**src/hdl/fpnr_pkg.sv**
```systemverilog
// Package: shared constants, sequencer states and multiplier control for the n-th root block.
package fpnr_pkg;

   // Width of one limb handled by the shared multiplier.
   localparam int LIMB_W = 32;

   // Width of the degree field on the request channel.
   localparam int DEGREE_W = 4;

   // Defaults for the top-level parameters.
   localparam int MAX_DEGREE_DEF = 8;
   localparam int FRAC_BITS_DEF  = 16;
   localparam int DATA_WIDTH_DEF = 32;

   typedef enum logic [2:0] {
      ST_IDLE,
      ST_BIT_START,
      ST_CMP,
      ST_MUL,
      ST_DRAIN,
      ST_DONE
   } state_type;

   typedef struct packed {
      logic clear;   // zero the accumulator
      logic issue;   // start one limb-by-limb partial product
   } mac_ctrl_type;

endpackage

```
**src/hdl/fpnr_mac.sv**
```systemverilog
// Shared limb multiplier with a registered product and a wide accumulator.
module fpnr_mac
   import fpnr_pkg::*;
#(
   parameter int ACC_W = 2 * LIMB_W,
   parameter int POS_W = 1
) (
   input  logic               clock,
   input  logic               reset,
   input  mac_ctrl_type       mac_ctrl,
   input  logic [LIMB_W-1:0]  op_a,
   input  logic [LIMB_W-1:0]  op_b,
   input  logic [POS_W-1:0]   limb_pos,
   output logic [ACC_W-1:0]   acc_sum
);

   logic [2*LIMB_W-1:0] prod_ff;
   logic [2*LIMB_W-1:0] prod_in;
   logic [POS_W-1:0]    pos_ff;
   logic [POS_W-1:0]    pos_in;
   logic                pv_ff;
   logic                pv_in;
   logic [ACC_W-1:0]    acc_ff;
   logic [ACC_W-1:0]    acc_in;
   logic [ACC_W-1:0]    addend;

   // Align the registered partial product to its limb position.
   assign addend  = pv_ff ? (ACC_W'(prod_ff) << (LIMB_W * int'(pos_ff))) : '0;
   assign acc_sum = acc_ff + addend;

   always_comb begin
      prod_in = mac_ctrl.issue ? (2*LIMB_W)'(op_a) * (2*LIMB_W)'(op_b) : prod_ff;
      pos_in  = mac_ctrl.issue ? limb_pos : pos_ff;
      pv_in   = mac_ctrl.issue;
      acc_in  = mac_ctrl.clear ? '0 : acc_sum;
   end

   always_ff @(posedge clock) begin
      if (reset) begin
         pv_ff <= 1'b0;
      end else begin
         pv_ff <= pv_in;
      end
      prod_ff <= prod_in;
      pos_ff  <= pos_in;
      acc_ff  <= acc_in;
   end

endmodule

```
**src/hdl/fixed_point_nth_root.sv**
```systemverilog
// Top level: signed fixed-point n-th root by bitwise search with a shared limb multiplier.
//
//   channel  direction  handshake             payload
//   req      in         req_valid/req_stall   req_value, req_degree
//   rsp      out        rsp_valid/rsp_stall   rsp_root_value, rsp_domain_error
//
// Degree 0, degree 1 and even-degree negative items go straight to the done
// state. Otherwise each of the DATA_WIDTH-1 result bits runs a start step,
// then compares and multiplies the power until it passes the bound or reaches
// the degree (at most degree-1 multiplies); a multiply issues one partial
// product per pair of bound and candidate limbs (NPL and NCL are the limb
// counts of the bound and the candidate), then drains.
// All multiplies share the single 32x32 limb multiplier.
// Reset clears the sequencer and the response valid; no clearing pass.
// req_stall is high whenever an item is in work; a finished item waits in
// the done state while the response register is held by rsp_stall.
module fixed_point_nth_root
   import fpnr_pkg::*;
#(
   parameter int MAX_DEGREE = MAX_DEGREE_DEF,
   parameter int FRAC_BITS  = FRAC_BITS_DEF,
   parameter int DATA_WIDTH = DATA_WIDTH_DEF
) (
   input  logic                         clock,
   input  logic                         reset,
   input  logic                         req_valid,
   output logic                         req_stall,
   input  logic signed [DATA_WIDTH-1:0] req_value,
   input  logic        [DEGREE_W-1:0]   req_degree,
   output logic                         rsp_valid,
   input  logic                         rsp_stall,
   output logic signed [DATA_WIDTH-1:0] rsp_root_value,
   output logic                         rsp_domain_error
);

   // Bound = |x| << FRAC_BITS*(degree-1); the candidate has one bit less than x.
   localparam int BOUND_W = DATA_WIDTH + FRAC_BITS * (MAX_DEGREE - 1);
   localparam int CAND_W  = DATA_WIDTH - 1;
   localparam int NPL     = (BOUND_W + LIMB_W - 1) / LIMB_W;
   localparam int NCL     = (CAND_W + LIMB_W - 1) / LIMB_W;
   localparam int ACC_W   = (NPL + NCL) * LIMB_W;
   localparam int PI_W    = (NPL > 1) ? $clog2(NPL) : 1;
   localparam int CJ_W    = (NCL > 1) ? $clog2(NCL) : 1;
   localparam int POS_W   = (NPL + NCL - 1 > 1) ? $clog2(NPL + NCL - 1) : 1;
   localparam int BIT_W   = (CAND_W > 1) ? $clog2(CAND_W) : 1;
   localparam int DEGC_W  = $clog2(MAX_DEGREE + 1);

   state_type              state_ff, state_in;
   logic                   neg_ff, neg_in;
   logic [DEGC_W-1:0]      deg_ff, deg_in;
   logic [DEGC_W-1:0]      k_ff, k_in;
   logic [BOUND_W-1:0]     bound_ff, bound_in;
   logic [CAND_W-1:0]      y_ff, y_in;
   logic [CAND_W-1:0]      cand_ff, cand_in;
   logic [BIT_W-1:0]       bit_ff, bit_in;
   logic [ACC_W-1:0]       p_ff, p_in;
   logic [PI_W-1:0]        i_ff, i_in;
   logic [CJ_W-1:0]        j_ff, j_in;
   logic [DATA_WIDTH-1:0]  res_ff, res_in;
   logic                   res_err_ff, res_err_in;
   logic                   rsp_valid_ff, rsp_valid_in;
   logic [DATA_WIDTH-1:0]  rsp_root_ff, rsp_root_in;
   logic                   rsp_err_ff, rsp_err_in;

   mac_ctrl_type           mac_ctrl;
   logic [POS_W-1:0]       limb_pos;
   logic [LIMB_W-1:0]      op_a;
   logic [LIMB_W-1:0]      op_b;
   logic [ACC_W-1:0]       mac_sum;
   logic [NCL*LIMB_W-1:0]  cand_pad;

   logic [DATA_WIDTH-1:0]  raw;
   logic [DATA_WIDTH-1:0]  mag;
   logic                   req_neg;
   logic [DEGC_W-1:0]      deg_sat;
   logic                   over;
   logic [CAND_W-1:0]      y_next;
   logic                   out_free;

   assign raw      = req_value;
   assign req_neg  = raw[DATA_WIDTH-1];
   assign mag      = req_neg ? (~raw + 1'b1) : raw;
   assign deg_sat  = (int'(req_degree) > MAX_DEGREE) ? DEGC_W'(MAX_DEGREE)
                                                     : DEGC_W'(req_degree);
   assign over     = p_ff > ACC_W'(bound_ff);
   assign y_next   = over ? y_ff : cand_ff;
   assign out_free = !rsp_valid_ff || !rsp_stall;

   // Operand selection for the shared multiplier.
   assign cand_pad = (NCL*LIMB_W)'(cand_ff);
   assign op_a     = p_ff[i_ff*LIMB_W +: LIMB_W];
   assign op_b     = cand_pad[j_ff*LIMB_W +: LIMB_W];
   assign limb_pos = POS_W'(i_ff) + POS_W'(j_ff);

   fpnr_mac #(
      .ACC_W (ACC_W),
      .POS_W (POS_W)
   ) u_mac (
      .clock    (clock),
      .reset    (reset),
      .mac_ctrl (mac_ctrl),
      .op_a     (op_a),
      .op_b     (op_b),
      .limb_pos (limb_pos),
      .acc_sum  (mac_sum)
   );

   always_comb begin
      state_in     = state_ff;
      neg_in       = neg_ff;
      deg_in       = deg_ff;
      k_in         = k_ff;
      bound_in     = bound_ff;
      y_in         = y_ff;
      cand_in      = cand_ff;
      bit_in       = bit_ff;
      p_in         = p_ff;
      i_in         = i_ff;
      j_in         = j_ff;
      res_in       = res_ff;
      res_err_in   = res_err_ff;
      mac_ctrl     = '0;
      rsp_valid_in = rsp_valid_ff && rsp_stall;
      rsp_root_in  = rsp_root_ff;
      rsp_err_in   = rsp_err_ff;

      case (state_ff)
         ST_IDLE: begin
            if (req_valid) begin
               neg_in = req_neg;
               deg_in = deg_sat;
               if (deg_sat == '0 || (req_neg && !deg_sat[0])) begin
                  // Degree zero, or even root of a negative value.
                  res_in     = '0;
                  res_err_in = 1'b1;
                  state_in   = ST_DONE;
               end else if (deg_sat == DEGC_W'(1)) begin
                  // First root: pass the value through untouched.
                  res_in     = raw;
                  res_err_in = 1'b0;
                  state_in   = ST_DONE;
               end else begin
                  bound_in = BOUND_W'(mag) << (FRAC_BITS * (int'(deg_sat) - 1));
                  y_in     = '0;
                  bit_in   = BIT_W'(CAND_W - 1);
                  state_in = ST_BIT_START;
               end
            end
         end
         ST_BIT_START: begin
            // Set the trial bit; the first power is the candidate itself.
            cand_in  = y_ff | (CAND_W'(1) << bit_ff);
            p_in     = ACC_W'(y_ff | (CAND_W'(1) << bit_ff));
            k_in     = DEGC_W'(1);
            state_in = ST_CMP;
         end
         ST_CMP: begin
            if (over || k_ff == deg_ff) begin
               // Drop the bit on overflow, keep it once the full power fits.
               y_in = y_next;
               if (bit_ff == '0) begin
                  res_in     = neg_ff ? (~DATA_WIDTH'(y_next) + 1'b1) : DATA_WIDTH'(y_next);
                  res_err_in = 1'b0;
                  state_in   = ST_DONE;
               end else begin
                  bit_in   = bit_ff - 1'b1;
                  state_in = ST_BIT_START;
               end
            end else begin
               mac_ctrl.clear = 1'b1;
               i_in           = '0;
               j_in           = '0;
               state_in       = ST_MUL;
            end
         end
         ST_MUL: begin
            // One partial product per cycle, candidate limbs innermost.
            mac_ctrl.issue = 1'b1;
            if (j_ff == CJ_W'(NCL - 1)) begin
               j_in = '0;
               if (i_ff == PI_W'(NPL - 1)) begin
                  state_in = ST_DRAIN;
               end else begin
                  i_in = i_ff + 1'b1;
               end
            end else begin
               j_in = j_ff + 1'b1;
            end
         end
         ST_DRAIN: begin
            // Fold in the last partial product and advance the power.
            p_in     = mac_sum;
            k_in     = k_ff + 1'b1;
            state_in = ST_CMP;
         end
         ST_DONE: begin
            // Hold the result until the response register is free.
            if (out_free) begin
               rsp_valid_in = 1'b1;
               rsp_root_in  = res_ff;
               rsp_err_in   = res_err_ff;
               state_in     = ST_IDLE;
            end
         end
         default: begin
            state_in = ST_IDLE;
         end
      endcase
   end

   always_ff @(posedge clock) begin
      if (reset) begin
         state_ff     <= ST_IDLE;
         rsp_valid_ff <= 1'b0;
      end else begin
         state_ff     <= state_in;
         rsp_valid_ff <= rsp_valid_in;
      end
      neg_ff      <= neg_in;
      deg_ff      <= deg_in;
      k_ff        <= k_in;
      bound_ff    <= bound_in;
      y_ff        <= y_in;
      cand_ff     <= cand_in;
      bit_ff      <= bit_in;
      p_ff        <= p_in;
      i_ff        <= i_in;
      j_ff        <= j_in;
      res_ff      <= res_in;
      res_err_ff  <= res_err_in;
      rsp_root_ff <= rsp_root_in;
      rsp_err_ff  <= rsp_err_in;
   end

   assign req_stall        = (state_ff != ST_IDLE);
   assign rsp_valid        = rsp_valid_ff;
   assign rsp_root_value   = rsp_root_ff;
   assign rsp_domain_error = rsp_err_ff;

endmodule
```
**config.mk**
```make
export PLATFORM = sky130hd
export DESIGN_NAME = fixed_point_nth_root
export DESIGN_NICKNAME = d
export VERILOG_FILES = /design/src/hdl/fpnr_pkg.sv /design/src/hdl/fpnr_mac.sv /design/src/hdl/fixed_point_nth_root.sv
export SDC_FILE = /design/constraint.sdc
export NUM_CORES = 2
export LEC_CHECK = 0
export ABC_AREA = 1
export ABC_CLOCK_PERIOD_IN_PS = 44900
export BUFFER_PORTS_ARGS = -buffer_cell sky130_fd_sc_hd__buf_2
export CAP_MARGIN = 15
export CORE_UTILIZATION = 35
export CTS_CLUSTER_SIZE = 14
export DETAILED_ROUTE_END_ITERATION = 7
export MAX_ROUTING_LAYER = met4
export PLACE_DENSITY = 0.59
export RECOVER_POWER = 100
export SLEW_MARGIN = 20
export SYNTH_ARGS = -nofsm -noshare
export SYNTH_HDL_FRONTEND = slang
export SYNTH_SLANG_ARGS = --single-unit
```
**constraint.sdc**
```tcl
create_clock -name clock -period 44.9 [get_ports clock]
set_input_delay 13.47 -clock clock [delete_from_list [all_inputs] [get_ports clock]]
set_output_delay 13.47 -clock clock [all_outputs]
set_load 0.05 [all_outputs]
```
# == Word-level counts from Yosys, hierarchy flattened ==
# Cells that the tools add are included.
# totals
register_bits,746
out_inout_bits,35
input_bits,40
wordCells,140
# op_classes
magnitude_cmp,2
shifts,6
add_sub_neg,9
reduce_logical,25
eq_ne,20
n_mul,1
bitwise_logic,6
muxes,51
# ops
operator,count
one-hot mux 192 bit (2 select lines),1
two-way mux 32 bit,7
adder 192 bit,1
> comparator 192 x 144 -> 1 bit,1
two-way mux 192 bit,1
bitwise OR 31 x 192 -> 192 bit,1
indexed part select 192 x 9 -> 32 bit,1
"left shift 1 x 5 -> 192 bit, first input constant",1
left shift 64 x 8 -> 192 bit,1
two-way mux 31 bit,5
left shift 32 x 32 -> 144 bit,1
"adder 32 x 1 -> 32 bit, second input constant",2
multiplier 32 x 32 -> 64 bit,1
one-hot mux 32 bit (2 select lines),1
one-hot mux 31 bit (2 select lines),1
two-way mux 3 bit,11
inverter 31 -> 32 bit,1
inverter 32 bit,1
indexed part select 32 x 7 -> 32 bit,1
bitwise OR 31 bit,1
"left shift 1 x 5 -> 31 bit, first input constant",1
two-way mux 5 bit,5
"!= test 2 bit, second input constant",11
one-hot mux 3 bit (5 select lines),1
other kinds (33),61

# == Logic depth before layout (Yosys ltp) ==
# logic_depth
word_depth,8
ltp_mapped,40
mapped_depth_nobuf,36

# == Modules after synthesis ==
# Synthesis repeated with hierarchy kept, for this count alone.
# unflattened
hier_cells,14095
hier_area_um2,94921.0
# modules_own_cells
module,seq_area_each_um2,cells_per_inst,instances,area_per_inst_um2
fpnr_mac,5875.6,11031,1,68042.8
fixed_point_nth_root,14523.9,3064,1,26878.3

# == Worst setup path before layout ==
# No wires, ideal clock.
# synth_path
path_kind,input to register
startpoint,in req_degree[0]
endpoint,"reg bound_ff[0], enable pin"
n_path_buf,1
cell_stages,10
arrival_time_ps,24097
setup_slack_ps,19979
cell_sequence,inv_1 -> nor2_1 -> inv_1 -> clkbuf_1 -> ha_1 -> nand2_1 -> nand2_1 -> inv_1 -> nand2_1 -> nor3_1
# synth_via
elab_chain_len,7
# synth_lines
item,line,source
start: declaration,fixed_point_nth_root.sv:29,"input logic [DEGREE_W-1:0] req_degree,"
> comparator 4 bit,fixed_point_nth_root.sv:83,assign deg_sat = (int'(req_degree) > MAX_DEGREE) ? DEGC_W'(MAX_DEGREE)
two-way mux 4 bit *,fixed_point_nth_root.sv:83,
zero test 1 bit,fixed_point_nth_root.sv:132,if (deg_sat == '0 || (req_neg && !deg_sat[0])) begin
logical AND 1 bit,fixed_point_nth_root.sv:132,
logical OR 1 bit,fixed_point_nth_root.sv:132,
inverter 1 bit (no source line),--,
AND reduction 4 bit (no source line) *,--,
end signal: assignment,fixed_point_nth_root.sv:222,bound_ff <= bound_in;
end: declaration,fixed_point_nth_root.sv:52,"logic [BOUND_W-1:0] bound_ff, bound_in;"
# Every way passes the cells marked *; elsewhere a longest branch is shown, timed or not.
# A chain may end at the register's enable or synchronous reset.

# == Final worst setup path ==
# layout_path
startpoint,in req_degree[3]
endpoint,"reg bound_ff[64], enable pin"
# Same word-level chain as after synthesis.

==> results.sh <==
export IMPL_report_final_slew_viol_count=1296
export IMPL_hold_viol_final=0
export IMPL_grt_use_total=0.303
export IMPL_worstSetupPathType="input pin to flip-flop"
export IMPL_clk_pin_slew_ps=60
export IMPL_core_area_mm2=0.239
export IMPL_tritoncts="built"
export IMPL_grt_overflow_total=0
export IMPL_ys_seq_area_frac=0.242
export IMPL_clock_latency_ps=760
export IMPL_min_from="res_ff[2]"
export IMPL_fin_util=0.381
export IMPL_yosys_register_bits=745
export IMPL_setup_tns_final_ps=0
export IMPL_slew_headroom=-1.63
export IMPL_dieArea_mm2=0.243
export IMPL_holdBufCountCts=0
export IMPL_netlist_area_mm2=0.0844
export IMPL_synthArstFlopShare=0
export IMPL_worst_setup_path_start_kind="input pin"
export IMPL_violations="capacitance limit, slew limit"
export IMPL_die_y_um=493
export IMPL_ys_warn_count=0
export IMPL_ys_types=63
export IMPL_timing_final_crit_share=0.510
export IMPL_place_gp_congestion=1.12
export IMPL_clock_root_buffer="clkbuf_16"
export IMPL_nets=12400
export IMPL_postCtsSetupBuffers=0
export IMPL_cp_end_kind="flip-flop"
export IMPL_drt_iter0_drc=10400
export IMPL_yosysMostFrequentCell="inv_1"
export IMPL_hpwl_um=298000
export IMPL_ant_nets=0
export IMPL_yosys_area_top_type_share=0.206
export IMPL_fin_crit_ps=22910
export IMPL_rsz0062_at_grt="false"
export IMPL_portBuffers=74
export IMPL_synth_main_ff_cell="edfxtp_1"
export IMPL_r2r_start="i_ff[0]"
export IMPL_met2_usage=0.429
export IMPL_die_w_um=493
export IMPL_ctsResizeCount=0
export IMPL_start_util=0.354
export IMPL_fmax_mhz=43.7
export IMPL_vias_per_cell=5.39
export IMPL_drc=0
export IMPL_antenna_found_initial=21
export IMPL_drv_cap=26
export IMPL_synth_edf_count=548
export IMPL_grt_pass1_vias=72700
export IMPL_status="finished with violations"
export IMPL_min_path_type="flip-flop to flip-flop"
export IMPL_crit_start="req_degree[3]"
export IMPL_cp_data_required_time_ps=45150
export IMPL_routed_wl_um=363000
export IMPL_grt_use_met1=0.403
export IMPL_grt_pass1_wl_um=515000
export IMPL_grt_max_degree=155
export IMPL_syn_area_per_cell_um2=7.69
export IMPL_numCtsBuffers=84
export IMPL_wire_per_inst_um=25.6
export IMPL_setup_viol=0
export IMPL_placed_cells=14000
export IMPL_postSynthCellCount=11000
export IMPL_area_growth_pct=7.85
export IMPL_vias=76400
export IMPL_cts_sinks=745
export IMPL_pin_count=75
export IMPL_layout_drive_gt1_share=0.0434
export IMPL_met3_usage=0.0661
export IMPL_cp_arrival_ps=23150
export IMPL_grt_busiest_layer="met2"
export IMPL_rows=179
export IMPL_tightest_slew_ps=3940
export IMPL_cts_path_max_buffers=3
export IMPL_clock_skew_final_ps=51.5
export IMPL_h_tree_depth=3
export IMPL_instances_no_fill=14200
export IMPL_dr_pass1_iters=6
export IMPL_ys_top_cells_by_area="fa_1 (21%), edfxtp_1 (19%), inv_1 (10%)"
export IMPL_ys_top_cells_by_count="inv_1 (2293), nor2_1 (1925), nand2_1 (1503)"
export IMPL_crit_fanout=75
export IMPL_synthesis_nets=12500
export IMPL_synth_area_leader_cell="fa_1"
==> cells in the final DEF, fill, tap and decap left out, drive strengths merged, types with 26 or more instances in the layout <==
| cell type | n |
|---|---|
| inv | 2309 |
| nor2 | 1936 |
| nand2 | 1513 |
| fa | 868 |
| a21oi | 760 |
| ha | 638 |
| edfxtp | 548 |
| o21ai | 491 |
| dfxtp | 197 |
| nand3 | 197 |
| clkbuf | 181 |
| or2 | 164 |
| a31oi | 140 |
| buf | 137 |
| xnor2 | 130 |
| xor2 | 118 |
| nor3 | 112 |
| o21a | 93 |
| nand4 | 56 |
| clkinv | 46 |
| o22ai | 44 |
| o211ai | 35 |
| mux2i | 31 |
| nor4 | 30 |
| o21bai | 28 |
| a21o | 26 |
==> routing by layer <==
metal,routed length [um],vias up
li1,-,34100
met1,147000,37100
met2,151000,4335
met3,41500,808
met4,23200,0
met5,0,-
==> worst max-delay path, cell delays in order <==
cell	delay, ps
clkbuf_1	160
nor2_4	130
clkbuf_1	1780
inv_1	200
clkbuf_1	720
ha_1	480
nand2_1	70
nand2_1	70
inv_1	90
nand2_1	90
nor3_1	130
clkbuf_1	2750
clkbuf_1	2900
==> worst paths after layout <==
kind	depth (start not counted)	end	slack, ps
setup reg to reg	33	u_mac.prod_ff[57]	29720
hold reg to reg	0	rsp_root_value[2]	410
hold / removal	0	rsp_root_value[2]	410
setup / recovery	13	bound_ff[64]	21990
==> cell families (layout without fill, tap and decap cells) <==
group	after synthesis	count (layout)	share of synthesized area
and+or+nand+nor	4046	4046	0.194
buffers and inverters	2693	2688	0.120
AOI/OAI and AO/OA	1708	1708	0.113
adders and majority gates	1506	1506	0.300
DFF	745	745	0.242
xor gates and xnor gates	248	248	0.0257
muxes	31	31	0.00368
other	0	18	0
==> per-stage QoR <==
step	worst slack, ps	hold WS, ps	cell area, um2
floorplan	19980	400	84400
global route	21290	425	91000
detailed placement	27540	405	88400
global placement	27590	402	88400
CTS	28330	422	91300
finish	21990	415	91000
==> flip-flops by register name, summed over array words and instances (netlist names), 3 cells and up <==
name / cells
bit_ff: 5
bound_ff: 144
cand_ff: 31
deg_ff: 4
i_ff: 3
k_ff: 4
p_ff: 192
res_ff: 32
rsp_root_value: 32
state_ff: 3
u_mac.acc_ff: 192
u_mac.pos_ff: 3
u_mac.prod_ff: 64
y_ff: 31
==> final cells by class <==
| cell class | instances | area, um2 |
|---|---|---|
| fillers | 25300 | 148000 |
| flip-flops and latches | 745 | 20400 |
| repair buffers | 210 | 1230 |
| clock inverters | 48 | 579 |
| clock buffers | 108 | 2280 |
| inverters | 2322 | 8720 |
| diodes | 18 | 45.0 |
| multi-input cells | 7539 | 53800 |
| well taps | 3167 | 3960 |
Power is not shown: default switching activity piles up to over one toggle a cycle in this logic, so the estimate is an artifact.
